===== config.mk =====
export PLATFORM = sky130hd
export DESIGN_NAME = fpa_front
export DESIGN_NICKNAME = d
export VERILOG_FILES = /design/src/rtl/fpa_pkg.sv /design/src/rtl/fpa_front.sv
export SDC_FILE = /design/constraint.sdc
export NUM_CORES = 2
export LEC_CHECK = 0
export CORE_UTILIZATION = 47
export DETAILED_ROUTE_END_ITERATION = 6
export DONT_BUFFER_PORTS = 1
export HOLD_SLACK_MARGIN = 0.06
export PLACE_DENSITY_LB_ADDON = 0.05
export RECOVER_POWER = 50
export SYNTH_ARGS = -nofsm -noshare
export SYNTH_HDL_FRONTEND = slang
export SYNTH_SLANG_ARGS = --single-unit

===== constraint.sdc =====
create_clock -name clk -period 21.7 [get_ports clk]
set_input_delay 3.255 -clock clk [delete_from_list [all_inputs] [get_ports clk]]
set_output_delay 3.255 -clock clk [all_outputs]
set_load 0.01 [all_outputs]

===== src/rtl/fpa_pkg.sv =====
// fpa_pkg: shared types, operation codes and status codes of the fixed-point alu
// no dependencies
package fpa_pkg;

  localparam int DATA_W        = 32;
  localparam int FRAC_BITS_DEF = 8;

  localparam logic [3:0] OP_ADD  = 4'd0;
  localparam logic [3:0] OP_SUB  = 4'd1;
  localparam logic [3:0] OP_MUL  = 4'd2;
  localparam logic [3:0] OP_DIV  = 4'd3;
  localparam logic [3:0] OP_GT   = 4'd4;
  localparam logic [3:0] OP_LT   = 4'd5;
  localparam logic [3:0] OP_GE   = 4'd6;
  localparam logic [3:0] OP_LE   = 4'd7;
  localparam logic [3:0] OP_EQ   = 4'd8;
  localparam logic [3:0] OP_NE   = 4'd9;
  localparam logic [3:0] OP_INC  = 4'd10;
  localparam logic [3:0] OP_DEC  = 4'd11;
  localparam logic [3:0] OP_MIN  = 4'd12;
  localparam logic [3:0] OP_MAX  = 4'd13;
  localparam logic [3:0] OP_FINT = 4'd14;
  localparam logic [3:0] OP_TINT = 4'd15;

  localparam logic [1:0] ST_OK   = 2'd0;
  localparam logic [1:0] ST_OVF  = 2'd1;
  localparam logic [1:0] ST_DIV0 = 2'd2;

  localparam logic signed [DATA_W-1:0] VAL_MAX = {1'b0, {(DATA_W-1){1'b1}}};
  localparam logic signed [DATA_W-1:0] VAL_MIN = {1'b1, {(DATA_W-1){1'b0}}};

  typedef struct packed {
    logic [3:0]               mode;
    logic signed [DATA_W-1:0] a_raw;
    logic signed [DATA_W-1:0] b_raw;
  } in_word_t;

  typedef struct packed {
    logic signed [DATA_W-1:0] result_raw;
    logic                     flag;
    logic [1:0]               status;
  } out_word_t;

  // control and finished result that ride along the pipeline
  typedef struct packed {
    logic              vld;
    logic              is_div;
    logic              neg;
    logic [DATA_W-1:0] res;
    logic              flag;
    logic [1:0]        st;
  } side_t;

endpackage


===== src/rtl/fpa_front.sv =====
// fpa_front: input register, operand decode, multiplier and multiply rounding
// depends on fpa_pkg
module fpa_front import fpa_pkg::*; #(
  parameter int FRAC_BITS = FRAC_BITS_DEF
) (
  input  logic                           clk,
  input  logic                           rst,
  input  logic                           en,
  input  logic                           take,
  input  in_word_t                       word,
  output side_t                          side,
  output logic [DATA_W+FRAC_BITS+1:0]    n2,
  output logic [DATA_W:0]                d2
);
  localparam int N2W = DATA_W + FRAC_BITS + 2;
  localparam int PW  = 2 * DATA_W;

  // stage 1
  logic     v1;
  in_word_t w1;
  // stage 2
  side_t             s2;
  logic              is_mul2;
  logic [PW-1:0]     prod;
  logic [N2W-1:0]    n2_2;
  logic [DATA_W:0]   d2_2;

  logic [DATA_W-1:0] ma, mb;
  logic [DATA_W:0]   sum, dif, incv, decv;
  logic              lt_ab;
  side_t             s2_next;
  logic signed [DATA_W-1:0] a, b;
  logic [FRAC_BITS:0] top_bits;

  assign a = w1.a_raw;
  assign b = w1.b_raw;
  assign ma = a[DATA_W-1] ? DATA_W'(-a) : DATA_W'(a);
  assign mb = b[DATA_W-1] ? DATA_W'(-b) : DATA_W'(b);
  assign sum  = {a[DATA_W-1], a} + {b[DATA_W-1], b};
  assign dif  = {a[DATA_W-1], a} - {b[DATA_W-1], b};
  assign incv = {a[DATA_W-1], a} + (DATA_W+1)'(1);
  assign decv = {a[DATA_W-1], a} - (DATA_W+1)'(1);
  assign lt_ab = a < b;
  assign top_bits = a[DATA_W-1 -: FRAC_BITS+1];

  function automatic side_t sat33(input logic [DATA_W:0] v, input side_t s);
    side_t r;
    r = s;
    if (v[DATA_W] != v[DATA_W-1]) begin
      r.res = v[DATA_W] ? VAL_MIN : VAL_MAX;
      r.st  = ST_OVF;
    end else begin
      r.res = v[DATA_W-1:0];
    end
    return r;
  endfunction

  always_comb begin
    s2_next        = '0;
    s2_next.vld    = v1;
    s2_next.neg    = a[DATA_W-1] ^ b[DATA_W-1];
    s2_next.st     = ST_OK;
    case (w1.mode)
      OP_ADD: s2_next = sat33(sum, s2_next);
      OP_SUB: s2_next = sat33(dif, s2_next);
      OP_MUL: ;
      OP_DIV: begin
        s2_next.is_div = 1'b1;
        if (b == '0) s2_next.st = ST_DIV0;
      end
      OP_GT:  s2_next.flag = a > b;
      OP_LT:  s2_next.flag = lt_ab;
      OP_GE:  s2_next.flag = a >= b;
      OP_LE:  s2_next.flag = a <= b;
      OP_EQ:  s2_next.flag = a == b;
      OP_NE:  s2_next.flag = a != b;
      OP_INC: s2_next = sat33(incv, s2_next);
      OP_DEC: s2_next = sat33(decv, s2_next);
      OP_MIN: s2_next.res = lt_ab ? a : b;
      OP_MAX: s2_next.res = lt_ab ? b : a;
      OP_FINT: begin
        // shift-in overflows unless the dropped bits match the sign
        if (top_bits != '0 && top_bits != '1) begin
          s2_next.res = a[DATA_W-1] ? VAL_MIN : VAL_MAX;
          s2_next.st  = ST_OVF;
        end else begin
          s2_next.res = a <<< FRAC_BITS;
        end
      end
      OP_TINT: s2_next.res = a >>> FRAC_BITS;
      default: ;
    endcase
  end

  always_ff @(posedge clk) begin
    if (rst) begin
      v1    <= 1'b0;
      s2.vld <= 1'b0;
    end else if (en) begin
      v1 <= take;
      if (take) w1 <= word;
      s2      <= s2_next;
      is_mul2 <= (w1.mode == OP_MUL);
      prod    <= ma * mb;
      n2_2    <= (N2W'(ma) << (FRAC_BITS + 1)) + N2W'(mb);
      d2_2    <= {mb, 1'b0};
    end
  end

  // stage 3: round the product half away from zero and saturate
  logic [PW-1:0] q;
  logic          big;
  side_t         s3_next;

  assign q   = (prod + (PW'(1) << (FRAC_BITS - 1))) >> FRAC_BITS;
  assign big = s2.neg ? (q > PW'(VAL_MIN) & (q >> DATA_W) == '0 ? 1'b1 : q > {1'b0, VAL_MIN})
                      : (q > PW'(VAL_MAX));

  always_comb begin
    s3_next = s2;
    if (is_mul2) begin
      if (big) begin
        s3_next.res = s2.neg ? VAL_MIN : VAL_MAX;
        s3_next.st  = ST_OVF;
      end else begin
        s3_next.res = s2.neg ? DATA_W'(-q[DATA_W-1:0]) : q[DATA_W-1:0];
      end
    end
  end

  always_ff @(posedge clk) begin
    if (rst) begin
      side.vld <= 1'b0;
    end else if (en) begin
      side <= s3_next;
      n2   <= n2_2;
      d2   <= d2_2;
    end
  end

endmodule


# [Word level (Yosys, flattened, before mapping)]
# Index checks and enable logic that the tools add are counted.
# Widths: inputs -> output; s select.
[word_totals] ff_bits=358 out_inout_bits=113 word_cells=103
[classes] n_eq_ne=22 multipliers=1 n_lt_le_gt_ge=7 mux=32 addsub=9 reduce_logical=7 bitwise_logic=3
[op_table] operator="$mux 32" n=18
[op_table] operator="$pmux 32 s8" n=1
[op_table] operator="$neg 32->32" n=3
[op_table] operator="$add 64x8->64 const B" n=1
[op_table] operator="$gt 56x64->1 const B" n=1
[op_table] operator="$logic_not 64->1" n=1
[op_table] operator="$mul 32x32->64" n=1
[op_table] operator="$gt 56x31->1 const B" n=1
[op_table] operator="$gt 56x32->1 const B" n=1
[op_table] operator="$add 41x32->42" n=1
[op_table] operator="$add 32x2->33 const B" n=1
[op_table] operator="$add 32x32->33" n=1
[op_table] operator="$sub 32x2->33 const B" n=1
[op_table] operator="$sub 32x32->33" n=1
[op_table] operator="$eq 32x32->1" n=1
[op_table] operator="$eq 4x4->1 const B" n=8
[op_table] operator="$ge 32x32->1" n=1
[op_table] operator="$gt 32x32->1" n=1
[op_table] operator="$le 32x32->1" n=1
[op_table] operator="$logic_not 32->1" n=1
[op_table] operator="$lt 32x32->1" n=1
[op_table] operator="$ne 32x32->1" n=1
[op_table] operator="$eq 4x3->1 const B" n=4
[op_table] operator="$pmux 2 s6" n=1
[op_table] operator="15 further kinds" n=28

# [Depth between registers and ports, before layout]
[depth] depth_word=7 mapped_depth=40 mapped_depth_nobuf=36

# [Worst setup path before layout]
# No wires, ideal clock.
[synth_timing] path_kind="input to register" start="in rst" end="reg w1, in the netlist a[0] (enable)" slack_ns=3.916 required_time_ns=21.268 setup_ns=0.432 path_stages=2 arrival_time_ns=17.352 path_buffers=0 cell_sequence="nor2b_1 > and2_1"
[synth_between] elab_chain_cells=2
[synth_rtl] item="start, declared" line_no="fpa_front.sv:7" source="input logic rst,"
[synth_rtl] item="$not 1->1 (no source line)"
[synth_rtl] item="$reduce_and 3->1 (no source line)"
[synth_rtl] item="end signal, assigned" line_no="fpa_front.sv:101" source="if (take) w1 <= word;"
[synth_rtl] item="end, declared" line_no="fpa_front.sv:20" source="in_word_t w1;"
# No other way between the ends.
# A chain may end at the register's enable or synchronous reset.

# [Worst setup path in the final report]
[layout_timing] start="reg w1, in the netlist b[0]" end="reg prod[61] (data pin)"
[layout_between] elab_chain_cells=3
[layout_rtl] item="$neg 32->32" line_no="fpa_front.sv:38" source="assign mb = b[DATA_W-1] ? DATA_W'(-b) : DATA_W'(b);"
[layout_rtl] item="$mux 32" line_no="fpa_front.sv:38"
[layout_rtl] item="via mb[13]" line_no="fpa_front.sv:28" source="logic [DATA_W-1:0] ma, mb;"
[layout_rtl] item="$mul 32x32->64" line_no="fpa_front.sv:104" source="prod <= ma * mb;"
[layout_rtl] item="end signal, assigned" line_no="fpa_front.sv:104"
[layout_rtl] item="end, declared" line_no="fpa_front.sv:24" source="logic [PW-1:0] prod;"
# The timed path passes the listed nets, and every way through them passes these cells.

==> results.json <==
{
  "ios": 185,
  "use_met1_pct": 48.8,
  "clkTransAtPathRegs_ns": 0.06,
  "slew_violations": 701,
  "dp_cells": 7427,
  "crit_path_top_delay_cell": "clkbuf_1",
  "fin_crit_ns": 13.75,
  "path_class": "flop to flop",
  "fin_worst_skew_ns": 0.0661,
  "grt_pass1_vias": 44600,
  "hold_path.class": "flop to flop",
  "setup_viol": 0,
  "dp_hpwl_um": 158000,
  "hp-start": "s2[36]",
  "grt_max_degree": 123,
  "core_um2": 115000,
  "worst_pin_slew_ns": 6.79,
  "post_drt_wl_per_cell_um": 27.2,
  "r2r_end": "prod[61]",
  "portBuffers": 0,
  "nFillCells": 11000,
  "reg2reg_slack_ns": 7.95,
  "ant_nets": 0,
  "first_pass_iters": 7,
  "slew_headroom_pct": -353,
  "finalCritPeriodShare_pct": 63.4,
  "layoutNonFillerInstCount": 7514,
  "nets": 7284,
  "grt_pass1_wl_um": 300000,
  "overflow": 0,
  "grt_antenna_before_repair": 21,
  "synth_top_area_share_pct": 33.0,
  "final_util_pct": 50.5,
  "crit_buf_inv": 11,
  "top_usage_layer": "met2",
  "drt-total-wl_um": 205000,
  "avgSynthCellArea_um2": 8.95,
  "fin_setup_tns_ns": 0,
  "crit_family": "buffers and inverters",
  "grtUsageTotal_pct": 35.2,
  "netlist_area_um2": 54500,
  "cts_hold_buf": 0,
  "clock-sinks": 333,
  "root_buffer": "clkbuf_16",
  "whs_path_depth": 0,
  "die_area_um2": 117000,
  "cts_buffer_depth": 3,
  "fp.dieW_um": 343,
  "vias": 44700,
  "critPathArrivalTime_ns": 14.12,
  "place_congestion": 0.978,
  "use_met2_pct": 54.2,
  "startpoint_type": "flop",
  "cp.required_ns": 22.07,
  "postCtsSetupBuffers": 0,
  "timing.max_cap.violations": 24,
  "grt_use_met3_pct": 8.00,
  "synth_edf_count": 330,
  "async_reset_ff_share_pct": 0,
  "synth.top_cells.by_area": "fa_1, edfxtp_1, ha_1",
  "rows": 124,
  "route.detailed.drc": 18,
  "yosys_register_bits": 333,
  "critical-path-max-stage-delay_ns": 1.56,
  "drtIter0Drc": 4394,
  "synthCells": 6087,
  "via_per_inst": 5.95,
  "violations": "design-rule violations, max-capacitance violations, max-slew violations",
  "yosysSeqAreaShare_pct": 18.3,
  "mostFrequentLayoutCell": "inv_1",
  "clock_latency_ns": 0.67,
  "r2r_start": "b[0]",
  "synth_top_cell_by_area": "fa_1",
  "numCtsBuffers": 42,
  "layout-drive-gt1-share_pct": 4.66,
  "rsz0062_at_grt": "false",
  "hold_violations": 0,
  "cts_tree": "built",
  "fmax_mhz": 72.7,
  "areaGrowthSynthToFinish_pct": 6.33,
  "rr_worst_depth": 36,
  "final_cell_mix": "inv_1, fa_1, nor2_1, nand2_1, ha_1",
  "ys_types": 91,
  "cts_resized": 0,
  "yosysWarnings": 0,
  "worstSetupEndpointType": "flop",
  "hold_path_end": "side[36]",
  "die_h_um": 343,
  "status": "finished with violations",
  "worst-path-max-fanout": 27,
  "synth_ff_type": "edfxtp_1",
  "start_util_pct": 47.5,
  "h-tree-depth": 2
}
-- cell families (layout without fill, tap and decap cells) --
group           after synthesis  count (layout)  synth area share [%]
xor+xnor                    294             294                  4.72
mux                          21              21                 0.411
simple gates               1943            1943                  15.8
compound gates              831             831                  9.72
flops                       333             333                  18.3
fa+ha+maj                  1253            1253                  41.1
buf+inv                    1411            1312                  9.92
other cells                   1              15               0.00688
-- stage by stage --
step,worst slack [ns],hold slack [ns],instance area (µm²)
floorplan,3.92,0.400,54500
global placement,10.35,0.401,56700
detailed placement,10.17,0.405,56700
CTS,10.13,0.413,58100
global route,7.55,0.416,57900
finish,7.95,0.411,58000
-- synthesized netlist by cell type, drive strengths merged, types with 14 or more instances --
master and instances:
o2111ai 14, o211ai 48, nand3 101, clkinv 19
a211oi 19, a2111oi 18, ha 355, o21bai 19
and3 35, nand2 648, o21ai 209, a31oi 35
fa 898, o31ai 34, edfxtp 330, xor2 88
inv 1067, nor2 760, nor2b 27, nand2b 26
buf 60, clkbuf 265, xnor2 206, nor4 43
or3 22, o21a 24, a21o 48, mux2i 19
nor3 81, or4 21, and2 34, nand4 80
and4 20, a21oi 240
-- cell type report --
class	count	area, µm²	area share (%)
Multi-Input combinational cell	4344	39600	68.3
Sequential cell	333	9970	17.2
Inverter	1086	4080	7.03
Tap cell	1512	1890	3.26
Clock buffer	49	1080	1.86
Timing Repair Buffer	152	1020	1.76
Clock inverter	25	279	0.481
Antenna cell	13	32.5	0.0561
-- how the worst max path moves through the flow --
stage,start,end,cells past startpoint
3_5_place_dp,b[7],prod[61],33
5_1_grt,b[0],prod[61],36
6_report,b[0],prod[61],36
3_3_place_gp,b[7],prod[53],35
2_1_floorplan,rst,a[0],2
4_1_cts,b[7],prod[61],33
-- layer usage --
layer | vias up | share of wire (%)
li1 | 19200 | -
met1 | 22800 | 41
met2 | 2266 | 45
met3 | 393 | 10
met4 | 6 | 3.9
met5 | - | 0.018
-- sequential cells by signal, indices dropped and copies added, names as in the netlist --
| name | count |
|---|---|
| a | 32 |
| b | 32 |
| d2 | 23 |
| d2_2 | 23 |
| is_mul2 | 1 |
| n2 | 42 |
| n2_2 | 42 |
| prod | 57 |
| s2 | 38 |
| side | 38 |
| v1 | 1 |
| w1 | 4 |
-- worst register-to-register path: cells and delay by family, from the launching register on --
family	cells	cell delay (ns)
xor gates and xnor gates	2	0.32
and+or+nand+nor	6	1.06
adders and majority gates	10	4.84
AOI/OAI and AO/OA	7	2.03
DFF	1	0.34
buffers and inverters	11	4.90
Power is not shown: default switching activity piles up to over one toggle a cycle in this logic, so the estimate is an artifact.
