<file path="src/rtl/fpa_pkg.sv">
// fpa_pkg: shared types, operation codes and status codes of the fixed-point alu
// no dependencies
package fpa_pkg;

  localparam int DATA_W        = 32;
  localparam int FRAC_BITS_DEF = 8;

  localparam logic [3:0] OP_ADD  = 4'd0;
  localparam logic [3:0] OP_SUB  = 4'd1;
  localparam logic [3:0] OP_MUL  = 4'd2;
  localparam logic [3:0] OP_DIV  = 4'd3;
  localparam logic [3:0] OP_GT   = 4'd4;
  localparam logic [3:0] OP_LT   = 4'd5;
  localparam logic [3:0] OP_GE   = 4'd6;
  localparam logic [3:0] OP_LE   = 4'd7;
  localparam logic [3:0] OP_EQ   = 4'd8;
  localparam logic [3:0] OP_NE   = 4'd9;
  localparam logic [3:0] OP_INC  = 4'd10;
  localparam logic [3:0] OP_DEC  = 4'd11;
  localparam logic [3:0] OP_MIN  = 4'd12;
  localparam logic [3:0] OP_MAX  = 4'd13;
  localparam logic [3:0] OP_FINT = 4'd14;
  localparam logic [3:0] OP_TINT = 4'd15;

  localparam logic [1:0] ST_OK   = 2'd0;
  localparam logic [1:0] ST_OVF  = 2'd1;
  localparam logic [1:0] ST_DIV0 = 2'd2;

  localparam logic signed [DATA_W-1:0] VAL_MAX = {1'b0, {(DATA_W-1){1'b1}}};
  localparam logic signed [DATA_W-1:0] VAL_MIN = {1'b1, {(DATA_W-1){1'b0}}};

  typedef struct packed {
    logic [3:0]               mode;
    logic signed [DATA_W-1:0] a_raw;
    logic signed [DATA_W-1:0] b_raw;
  } in_word_t;

  typedef struct packed {
    logic signed [DATA_W-1:0] result_raw;
    logic                     flag;
    logic [1:0]               status;
  } out_word_t;

  // control and finished result that ride along the pipeline
  typedef struct packed {
    logic              vld;
    logic              is_div;
    logic              neg;
    logic [DATA_W-1:0] res;
    logic              flag;
    logic [1:0]        st;
  } side_t;

endpackage

</file>
<file path="src/rtl/fpa_div_cell.sv">
// fpa_div_cell: one restoring-division step, one quotient bit per cell
// depends on fpa_pkg
module fpa_div_cell import fpa_pkg::*; #(
  parameter int N2W = DATA_W + FRAC_BITS_DEF + 2
) (
  input  logic              clk,
  input  logic              rst,
  input  logic              en,
  input  side_t             side_i,
  input  logic [DATA_W:0]   rem_i,
  input  logic [N2W-1:0]    nq_i,
  input  logic [DATA_W:0]   d2_i,
  output side_t             side_o,
  output logic [DATA_W:0]   rem_o,
  output logic [N2W-1:0]    nq_o,
  output logic [DATA_W:0]   d2_o
);
  logic [DATA_W+1:0] rs, diff;
  logic              ge;

  assign rs   = {rem_i, nq_i[N2W-1]};
  assign diff = rs - {1'b0, d2_i};
  assign ge   = rs >= {1'b0, d2_i};

  always_ff @(posedge clk) begin
    if (rst) begin
      side_o.vld <= 1'b0;
    end else if (en) begin
      side_o <= side_i;
      rem_o  <= ge ? diff[DATA_W:0] : rs[DATA_W:0];
      nq_o   <= {nq_i[N2W-2:0], ge};
      d2_o   <= d2_i;
    end
  end

endmodule

</file>
<file path="config.mk">
export PLATFORM = sky130hd
export DESIGN_NAME = fpa_div_cell
export DESIGN_NICKNAME = d
export VERILOG_FILES = /design/src/rtl/fpa_pkg.sv /design/src/rtl/fpa_div_cell.sv
export SDC_FILE = /design/constraint.sdc
export NUM_CORES = 1
export LEC_CHECK = 0
export BUFFER_PORTS_ARGS = -buffer_cell sky130_fd_sc_hd__clkbuf_2
export CAP_MARGIN = 20
export CORE_UTILIZATION = 35
export DETAILED_ROUTE_END_ITERATION = 8
export GPL_ROUTABILITY_DRIVEN = 0
export PLACE_DENSITY = 0.7
export SYNTH_ARGS = -nofsm -noshare
export SYNTH_HDL_FRONTEND = slang
export SYNTH_SLANG_ARGS = --single-unit
</file>
<file path="constraint.sdc">
create_clock -name clk -period 21.3 [get_ports clk]
set_input_delay 1.065 -clock clk [delete_from_list [all_inputs] [get_ports clk]]
set_output_delay 1.065 -clock clk [all_outputs]
set_load 0.01 [all_outputs]
</file>
; ---- After elaboration in Yosys (flattened, before gate mapping)
; Index checks and enable logic that the tools add are counted.
; W data, S select, Z words.
[word_totals]
elab_cells = 14
ff_bits = 146
input_bits = 149
output_inout_bits = 146
[classes]
add_sub_neg = 1
bitwise = 1
order_cmp = 1
n_reduce_logical = 1
muxes = 1
[op_table]
columns = cell, count
row1 = $ge A34 B33 Y1, 1
row2 = $mux W33, 1
row3 = $sub A33 B33 Y33, 1
row4 = $reduce_and A2 Y1, 1
row5 = $not A1 Y1, 1

; ---- Depth between registers and ports, before layout
; Gate-level depths: netlist (run 1).
[depth]
ltp_word = 2
ltp_mapped = 14
mapped_depth_nobuf = 12

; ---- Least setup slack after synthesis (run 1)
; No wires, ideal clock.
[synth_path]
path_kind = input to register
start = in rst
end = reg d2_o[0], enable pin
arrival_ns = 7.495
stages = 1
setup_time_ns = 0.671
n_path_buf = 0
setup_slack_ns = 13.134
t_required_ns = 20.629
cell_sequence = nor2b_1
[synth_between]
elab_chain_cells = 2
[synth_rtl]
columns = item, line_no
row1 = from (decl), fpa_div_cell.sv:7  ; input logic rst,
row2 = $not A1 Y1 (no line), --
row3 = $reduce_and A2 Y1 (no line), --
row4 = to (signal assigned), fpa_div_cell.sv:32  ; d2_o <= d2_i;
row5 = to (decl), fpa_div_cell.sv:16  ; output logic [DATA_W:0] d2_o
; Every way passes these cells.
; A chain may end at the register's enable or synchronous reset.

; ---- Worst setup path in the final report (run 1)
[layout_path]
start = in nq_i[41]
end = reg rem_o[1], data pin
[layout_between]
elab_chain_cells = 2
word_cells_on_any_way = 3
cone_classes = 1 x add/sub / 1 x order compare / 1 x mux
[layout_rtl]
columns = item, line_no
row1 = from (decl), fpa_div_cell.sv:11  ; input logic [N2W-1:0] nq_i,
row2 = $sub A33 B33 Y33 or $ge A34 B33 Y1 (tied branches), "fpa_div_cell.sv:22, fpa_div_cell.sv:23"
row3 = $mux W33 (*), fpa_div_cell.sv:30  ; rem_o <= ge ? diff[DATA_W:0] : rs[DATA_W:0];
row4 = to (signal assigned), fpa_div_cell.sv:30
row5 = to (decl), fpa_div_cell.sv:14  ; output logic [DATA_W:0] rem_o,
; Mark *: on every way between the ends. The rest lies on a longest branch, timed or not.

==> results.py, run 1 <==
metrics = {
    "run_status": {
        "status": "completed",
    },
    "setup_path": {
        "critPathMostFrequentCell": "inv_1",
        "critPathCaptureType": "flop",
        "worstPathRequired_ns": 21.47,
        "slowest_stage": "a41oi_4",
        "max_stage_delay_ns": 0.74,
        "cp_max_fo": 41,
        "cp-start-kind": "input port",
        "arrival_ns": 4.66,
        "cp_cell_sequence": "clkbuf_2 -> inv_1 -> ha_1 -> inv_1 -> fa_1 -> a21o_1 -> a221o_2 -> a21oi_2 -> o41a_4 -> o31ai_4 -> a41oi_4 -> buf_4 -> mux2_4",
        "worstSetupPathType": "input port to flop",
    },
    "floorplanning": {
        "initial_utilization_pct": 36.0,
        "num_rows": 50,
        "dieArea_um2": 19900,
        "die_x_um": 141,
        "ios": 295,
        "die_h_um": 141,
        "coreArea_um2": 18800,
    },
    "yosys": {
        "synth_seq_area_share_pct": 64.5,
        "synth_most_common_cell": "edfxtp_1",
        "ys_top_cells_by_area": "edfxtp_1, ha_1, nand2_1, a21oi_1, inv_1",
        "ys.flop_type": "edfxtp_1",
        "syn_inst": 516,
        "synth_edf_count": 145,
        "netlist.top_cell.by_area": "edfxtp_1",
        "yosys.cell_types.count": 51,
        "syn_area_per_cell_um2": 13.1,
        "syn-cell-area_um2": 6780,
        "synth_top_area_share_pct": 64.2,
        "ys_top_cells_by_count": "edfxtp_1, nand2_1, inv_1, ha_1, a21oi_1",
        "synth-seq-cells": 146,
        "ys_warn_count": 0,
        "synthArstFlopShare_pct": 0,
        "synth_nets": 699,
    },
    "route": {
        "dr.pass1.iters": 4,
        "met2WireLength_um": 8910,
        "drtIter0Drc": 292,
        "highest_layer": "met4",
        "routed_wl_um": 17700,
        "drc": 0,
        "wl_met3_um": 1440,
        "via_per_inst": 4.70,
        "routedWlPerCell_um": 16.3,
        "drt-met1-wl_um": 7070,
        "ant_nets": 0,
        "vias": 5128,
    },
    "power": {
        "p_per_area_nw_per_um2": 83.8,
        "ir_worst_vdd_mv": 0.0556,
        "p_leak_nw": 4.00,
    },
    "grt": {
        "antenna_found_initial": 0,
        "grt_max_degree": 74,
        "grt_pass1_wl_um": 26400,
        "grt_util_all_layers_pct": 17.7,
        "grt_overflow": 0,
        "first_global_vias": 4878,
    },
    "final_layout": {
        "syn2layout_area_growth_pct": 33.7,
        "drive_above_1_share_pct": 42.7,
        "postLayoutCoreUtil_pct": 48.2,
        "n_antenna_cell": 0,
        "nets": 1001,
    },
    "timing": {
        "slew_violations": 0,
        "setup_viol": 0,
        "finalCriticalPeriod_ns": 4.49,
        "relSlewSlack_pct": 34.7,
        "fin_skew_ns": 0,
        "fin_crit_sh_pct": 21.1,
        "final-hold-violation-count": 0,
        "fmax_mhz": 223,
        "worst_slew_pin_slew_ns": 0.980,
        "tns_ns": 0,
        "rsz0062_at_grt": "false",
    },
    "clocking": {
        "htreeDepth": 4,
        "cts-root-buf": "clkbuf_16",
        "ctsHoldBuffers": 0,
        "clock_sinks": 146,
        "clkTransAtPathRegs_ns": 0.06,
        "post_cts_buffers": 0,
        "cts_tree": "yes",
        "cts.repair.resized": 0,
        "clk_latency_ns": 0.42,
        "cts_buffers": 17,
        "cts_max_path_buffers": 2,
    },
    "run": {
        "max-cap-violations": 0,
    },
    "place": {
        "dp_hpwl_um": 13800,
        "io_buffers": 294,
    },
    "hold_path": {
        "hold_class": "flop to flop",
    },
}
-- cell type report --
class                      count  area (µm²)
fill                        1718        9760
sequential                   146        4370
clock inverter                14         120
inverter                      42         158
clock buffer                  17         425
timing repair buffer         297        1490
tap                          260         325
multi-input combinational    314        2170
-- per-layer routing --
metal  vias to the layer above  track usage (%)
met1                      2391             20.0
li1                       2518                -
met2                       194             30.6
met5                         -                0
met4                         0             5.89
met3                        25             6.59
-- flip-flops by register name (all words and copies together) (netlist names) --
name,flops
d2_o,33
side_o,38
rem_o,33
nq_o,42
-- worst max-delay path, delay by kind of cell --
kind,cells,cell delay (ns)
mux,1,0.34
compound gates,6,1.94
fa+ha+maj,2,0.56
buf+inv,4,0.74
-- logic make-up after synthesis --
| logic type | share of synthesized area, % |
|---|---|
| AND/OR/NAND/NOR | 7.78 |
| flip-flops | 64.5 |
| XOR/XNOR | 3.61 |
| AO/OA/AOI/OAI | 13.6 |
| multiplexers | 0.369 |
| adder cells (fa/ha/maj) | 6.38 |
| buffers and inverters | 3.80 |
-- where the power goes --
| group | switching [mW] | internal, mW |
|---|---|---|
| sequential | 0.00530 | 0.343 |
| combinational | 0.0770 | 0.0541 |
| clock | 0.128 | 0.152 |
-- worst paths after layout --
check	start	end	slack (ns)	depth (start not counted)
setup / recovery	nq_i[41]	rem_o[1]	16.81	13
hold / removal	side_o[37]	side_o[37]	0.52	2
setup reg to reg	side_o[37]	side_o[37]	20.71	2
hold reg to reg	side_o[37]	side_o[37]	0.52	2
-- per-stage QoR --
step	setup WS (ns)	instance area [µm²]	instances	hold slack [ns]	power, mW
after global placement	16.44	8520	1059	0.484	0.484
after detailed placement	16.34	8520	1059	0.520	0.486
after global routing	16.53	9070	1090	0.590	0.793
final	16.81	9070	1090	0.523	0.760
after CTS	16.77	9070	1090	0.534	0.768
after floorplan	13.13	6780	516	0.528	0.437
-- placed cells by master (no fill, tap or decap), types with 5 or more instances in the layout --
cell type / Yosys / layout
inv_1: 42 / 42
inv_6: 0 / 8
a21oi_1: 32 / 32
xnor2_1: 16 / 16
nor2_1: 21 / 21
and3_1: 7 / 7
o21ai_2: 16 / 16
nor3_1: 5 / 5
o21ai_0: 23 / 23
o21ai_1: 6 / 6
clkbuf_2: 0 / 294
ha_1: 33 / 33
a211oi_1: 5 / 5
xor2_1: 12 / 12
o21bai_1: 6 / 6
nand2_1: 59 / 59
a21o_1: 12 / 12
edfxtp_1: 145 / 145
clkbuf_16: 0 / 17
nand3_1: 8 / 8
No activity file was read; power rests on OpenSTA's default activity.
==> run 2, diff against run 1 <==
--- a/config.mk
+++ b/config.mk
@@ -10,7 +10,7 @@
 export CORE_UTILIZATION = 35
 export DETAILED_ROUTE_END_ITERATION = 8
 export GPL_ROUTABILITY_DRIVEN = 0
-export PLACE_DENSITY = 0.7
+export PLACE_DENSITY = 0.72
 export SYNTH_ARGS = -nofsm -noshare
 export SYNTH_HDL_FRONTEND = slang
 export SYNTH_SLANG_ARGS = --single-unit
==> constraint.sdc (replaced) <==
create_clock -name clk -period 3.94 [get_ports clk]
set_input_delay 0.197 -clock clk [delete_from_list [all_inputs] [get_ports clk]]
set_output_delay 0.197 -clock clk [all_outputs]
set_load 0.01 [all_outputs]
==> run 2 against run 1 <==
Effect of this change: critical path depth is the same; worst hold slack lost 0.51 ns; sequential power grew to 5.4 times the previous value; clock power grew to 5.6 times the previous value; register-to-register slack worse by 17 ns; sequential share of layout area shrank 5.6 points; clock skew unchanged; count of clock-buffer cells in the layout grew 1; critical endpoint is now rem_o[9]; largest cell class unchanged.
==> results.py, run 2 (synthesis results as in run 1) <==
metrics = {
    "clocking": {
        "htreeDepth": 4,
        "ctsHoldBuffers": 111,
        "post_cts_buffers": 0,
        "clk_latency_ns": 0.41,
        "cts_tree": "yes",
        "cts_max_path_buffers": 2,
        "clock_sinks": 146,
        "clkTransAtPathRegs_ns": 0.06,
        "cts_buffers": 17,
        "cts.repair.resized": 0,
        "cts-root-buf": "clkbuf_16",
    },
    "setup_path": {
        "cpLargestDelayFamily": "compound AO/OA/AOI/OAI gates",
        "arrival_ns": 3.44,
        "worstPathRequired_ns": 4.08,
        "critPathCaptureType": "flop",
        "max_stage_delay_ns": 0.53,
        "worstSetupPathType": "input port to flop",
        "slowest_stage": "dlygate4sd3_1",
        "cp-start-kind": "input port",
        "crit_buf_inv": 4,
        "cp_max_fo": 24,
        "cp_cell_sequence": "dlygate4sd3_1 -> clkbuf_2 -> ha_1 -> inv_1 -> fa_1 -> a21o_1 -> a221o_2 -> a21oi_2 -> o41a_4 -> o31ai_4 -> a41oi_4 -> buf_4 -> o31ai_1",
    },
    "floorplanning": {
        "die_h_um": 141,
        "coreArea_um2": 18800,
        "die_x_um": 141,
        "dieArea_um2": 19900,
        "num_rows": 50,
        "ios": 295,
        "initial_utilization_pct": 36.0,
    },
    "final_layout": {
        "syn2layout_area_growth_pct": 51.1,
        "drive_above_1_share_pct": 37.7,
        "stdcell_count": 1206,
        "n_fill_cell": 1541,
        "largest_registers": "nq_o (42), side_o (38)",
        "layout_commonest_cell": "clkbuf_2",
        "largest_register_ffs": 42,
        "regMostFlops": "nq_o",
        "nets": 1114,
        "final_cell_mix": "clkbuf_2, edfxtp_1, dlygate4sd3_1, nand2_1, inv_1",
    },
    "route": {
        "dr.pass1.iters": 5,
        "drtIter0Drc": 368,
        "drc": 0,
        "routed_wl_um": 20400,
        "vias": 5740,
        "routedWlPerCell_um": 16.9,
        "ant_nets": 0,
        "via_per_inst": 4.76,
    },
    "place": {
        "place_inst": 1061,
        "dp_hpwl_um": 14100,
        "io_buffers": 294,
    },
    "timing": {
        "fin_crit_sh_pct": 83.7,
        "rsz0062_at_grt": "false",
        "tns_ns": 0,
        "fin_skew_ns": 0,
        "final-hold-violation-count": 0,
        "holdWs_ns": 0.0123,
        "relSlewSlack_pct": 38.7,
        "setup_viol": 0,
        "fmax_mhz": 303,
        "worst_slew_pin_slew_ns": 0.918,
        "slew_violations": 0,
        "finalCriticalPeriod_ns": 3.30,
    },
    "grt": {
        "grt_util_all_layers_pct": 20.5,
        "first_global_vias": 5705,
        "grt_overflow": 0,
        "antenna_found_initial": 2,
        "grt_pass1_wl_um": 30700,
        "grt_max_degree": 89,
    },
    "power": {
        "ir_worst_vdd_mv": 0.293,
        "p_leak_nw": 4.49,
        "p_per_area_nw_per_um2": 416,
        "power_mw": 4.27,
    },
    "run": {
        "max-cap-violations": 0,
    },
    "run_status": {
        "status": "completed",
    },
    "hold_path": {
        "hold_class": "input port to flop",
    },
}
[run 2: changes by cell type in the layout (fill, tap and decap cells not counted), sizes merged]
cell,change
buf,+2
clkbuf,+1
clkinv,+3
clkinvlp,-2
diode,+2
dlygate4sd3,+111
inv,-1
[run 2: routing by layer]
metal / global-route usage [%] / wire (µm) / up-vias / part of all wire [%]
li1: - / - / 2751 / -
met1: 21.6 / 7660 / 2729 / 38
met2: 37.5 / 10800 / 215 / 53
met3: 6.32 / 1370 / 43 / 6.7
met4: 9.04 / 588 / 2 / 2.9
met5: 0 / 40 / - / 0.20
[run 2: stage by stage]
step                      util [%]  setup slack [ns]  area (µm²)
after floorplan                  -              1.13        6790
after global placement        45.5             0.747        8560
after detailed placement      45.5             0.701        8560
after CTS                     54.4             0.623       10200
after global routing          54.4             0.479       10200
final                         54.4             0.643       10200
[run 2: worst paths after layout]
path                                 start    endpoint  slack (ns)  depth (start not counted)
worst max-delay path               d2_i[0]    rem_o[9]        0.64                         13
worst min-delay path              d2_i[32]    d2_o[32]        0.01                          1
worst max register to register  side_o[37]  side_o[37]        3.33                          2
worst min register to register  side_o[37]  side_o[37]        0.55                          2
[run 2: power breakdown]
part	internal (mW)	switching (mW)
Sequential	1.86	0.0348
Combinational	0.370	0.446
Clock	0.843	0.719
Total	3.07	1.20
[run 2: worst reg2reg max path: cells and delay by family (launching register included)]
kind	cells	cell delay, ns
DFF	1	0.32
muxes	1	0.13
and+or+nand+nor	1	0.06
[run 2: cell type report]
cell class	count	area [µm²]	share of cell area, %
tap	260	325	3.17
timing repair buffer	410	2650	25.8
sequential	146	4370	42.7
antenna	2	5.00	0.0488
multi-input combinational	314	2170	21.2
clock buffer	18	429	4.19
clock inverter	14	141	1.38
inverter	42	158	1.54
==> run 3, diff against run 2 <==
==> constraint.sdc (replaced) <==
create_clock -name clk -period 2.75 [get_ports clk]
set_input_delay 0.1375 -clock clk [delete_from_list [all_inputs] [get_ports clk]]
set_output_delay 0.1375 -clock clk [all_outputs]
set_load 0.01 [all_outputs]
==> run 3 against run 2 <==
Effect of this change: worst setup slack got worse by 0.55 ns; via count is 2.2% higher; critical endpoint is now rem_o[1]; power grew 45%; sequential share of layout area down 1.6 points; clock power up 39%; combinational power is 57% higher.
==> results.py, run 3 (synthesis results as in run 1) <==
metrics = {
    "timing": {
        "final-hold-violation-count": 0,
        "setup_viol": 0,
        "fin_crit_sh_pct": 96.8,
        "finalCriticalPeriod_ns": 2.66,
        "fin_skew_ns": 0,
        "worst_slew_pin_slew_ns": 0.464,
        "tns_ns": 0,
        "slew_violations": 0,
        "relSlewSlack_pct": 69.1,
        "fmax_mhz": 376,
    },
    "grt": {
        "grt_use_met2_pct": 37.6,
        "grt_overflow": 0,
        "gr-usage-met3_pct": 6.86,
        "grt_pass1_wl_um": 31100,
        "antenna_found_initial": 2,
        "first_global_vias": 5961,
        "grt_use_met1_pct": 22.2,
        "grt_util_all_layers_pct": 20.6,
        "grt_max_degree": 89,
        "top_usage_layer": "met2",
    },
    "clocking": {
        "cts_tree": "yes",
        "clkTransAtPathRegs_ns": 0.07,
        "clock_sinks": 146,
        "cts_buffers": 17,
        "cts_max_path_buffers": 2,
        "clk_latency_ns": 0.41,
        "cts-root-buf": "clkbuf_16",
        "htreeDepth": 4,
    },
    "run_status": {
        "status": "completed",
    },
    "setup_path": {
        "worstPathRequired_ns": 2.92,
        "max_stage_delay_ns": 0.52,
        "worstSetupPathType": "input port to flop",
        "slowest_stage": "dlygate4sd3_1",
        "cp_cell_sequence": "dlygate4sd3_1 -> clkbuf_2 -> inv_1 -> ha_1 -> nand4_1 -> or3_4 -> nor4_2 -> a31oi_2 -> nand2_2 -> a41oi_4 -> buf_6 -> mux2_4",
        "cp-start-kind": "input port",
        "critPathCaptureType": "flop",
        "cpLargestDelayFamily": "simple AND/OR/NAND/NOR gates",
        "arrival_ns": 2.83,
        "cp_max_fo": 7,
        "crit_buf_inv": 4,
    },
    "power": {
        "ir_worst_vdd_mv": 0.417,
        "p_leak_nw": 4.68,
        "p_per_area_nw_per_um2": 579,
    },
    "route": {
        "routed_wl_um": 21000,
        "drc": 0,
        "vias": 5864,
        "drtIter0Drc": 357,
        "routedWlPerCell_um": 16.9,
        "dr.pass1.iters": 4,
        "via_per_inst": 4.71,
        "ant_nets": 0,
    },
    "final_layout": {
        "largest_registers": "nq_o (42), side_o (38)",
        "syn2layout_area_growth_pct": 57.1,
        "largest_register_ffs": 42,
        "regMostFlops": "nq_o",
        "postLayoutCoreUtil_pct": 56.6,
        "layout_commonest_cell": "clkbuf_2",
        "final_cell_mix": "clkbuf_2, edfxtp_1, dlygate4sd3_1, nand2_1, inv_1",
        "nets": 1153,
        "drive_above_1_share_pct": 41.3,
    },
    "place": {
        "dp_hpwl_um": 14100,
        "io_buffers": 294,
    },
    "floorplanning": {
        "dieArea_um2": 19900,
        "num_rows": 50,
        "die_x_um": 141,
        "initial_utilization_pct": 36.0,
        "ios": 295,
        "die_h_um": 141,
        "coreArea_um2": 18800,
    },
    "hold_path": {
        "hold_class": "input port to flop",
    },
    "run": {
        "max-cap-violations": 0,
    },
}
-- run 3: stage by stage --
step,hold slack (ns),setup slack (ns),area (µm²),power [mW],instances
finish,0.0184,0.0885,10700,6.17,1244
global route,0.0111,-0.0318,10700,6.43,1242
CTS,0.00127,0.0232,10500,6.16,1238
detailed placement,0.316,-0.308,8810,3.85,1093
global placement,0.314,-0.247,8810,3.83,1093
floorplan,0.210,0.00315,6790,3.37,516
-- run 3: what timing repair did --
item,4_1_cts,5_1_grt
hold endpoints to repair,113,0
gates resized for setup,0,21
endpoints found under the setup margin,0,32
hold buffers,114,0
setup buffers,0,3
-- run 3: where the power goes --
| group | total [mW] | internal [mW] | switching [mW] |
|---|---|---|---|
| Sequential | 2.71 | 2.66 | 0.0536 |
| Combinational | 1.28 | 0.613 | 0.672 |
| Clock | 2.17 | 1.18 | 0.994 |
| Total | 6.17 | 4.45 | 1.72 |
-- run 3: tightest hold or removal path, cell delays in order --
cell	delay, ns
clkbuf_2	0.09
nand2_1	0.06
o21ai_2	0.04
-- run 3: metal layers --
layer / share of wire, % / vias to the layer above / wire, µm
met3: 7.1 / 40 / 1490
li1: - / 2823 / -
met4: 2.6 / 0 / 545
met1: 39 / 2791 / 8100
met2: 52 / 210 / 10900
met5: 0 / - / 0
-- run 3: cell type report --
type	instances	area, µm²
tap	260	325
sequential	146	4370
clock buffer	17	425
antenna	2	5.00
timing repair buffer	449	2980
inverter	42	158
multi-input combinational	314	2270
fill	1533	8180
clock inverter	14	119
-- run 3: worst paths after layout --
path               from         end  slack, ns  cells after the start
max            d2_i[24]    rem_o[1]       0.09                     12
min           rem_i[19]   rem_o[20]       0.02                      3
max reg2reg  side_o[37]  side_o[37]       1.53                      3
min reg2reg  side_o[37]  side_o[37]       1.11                      3
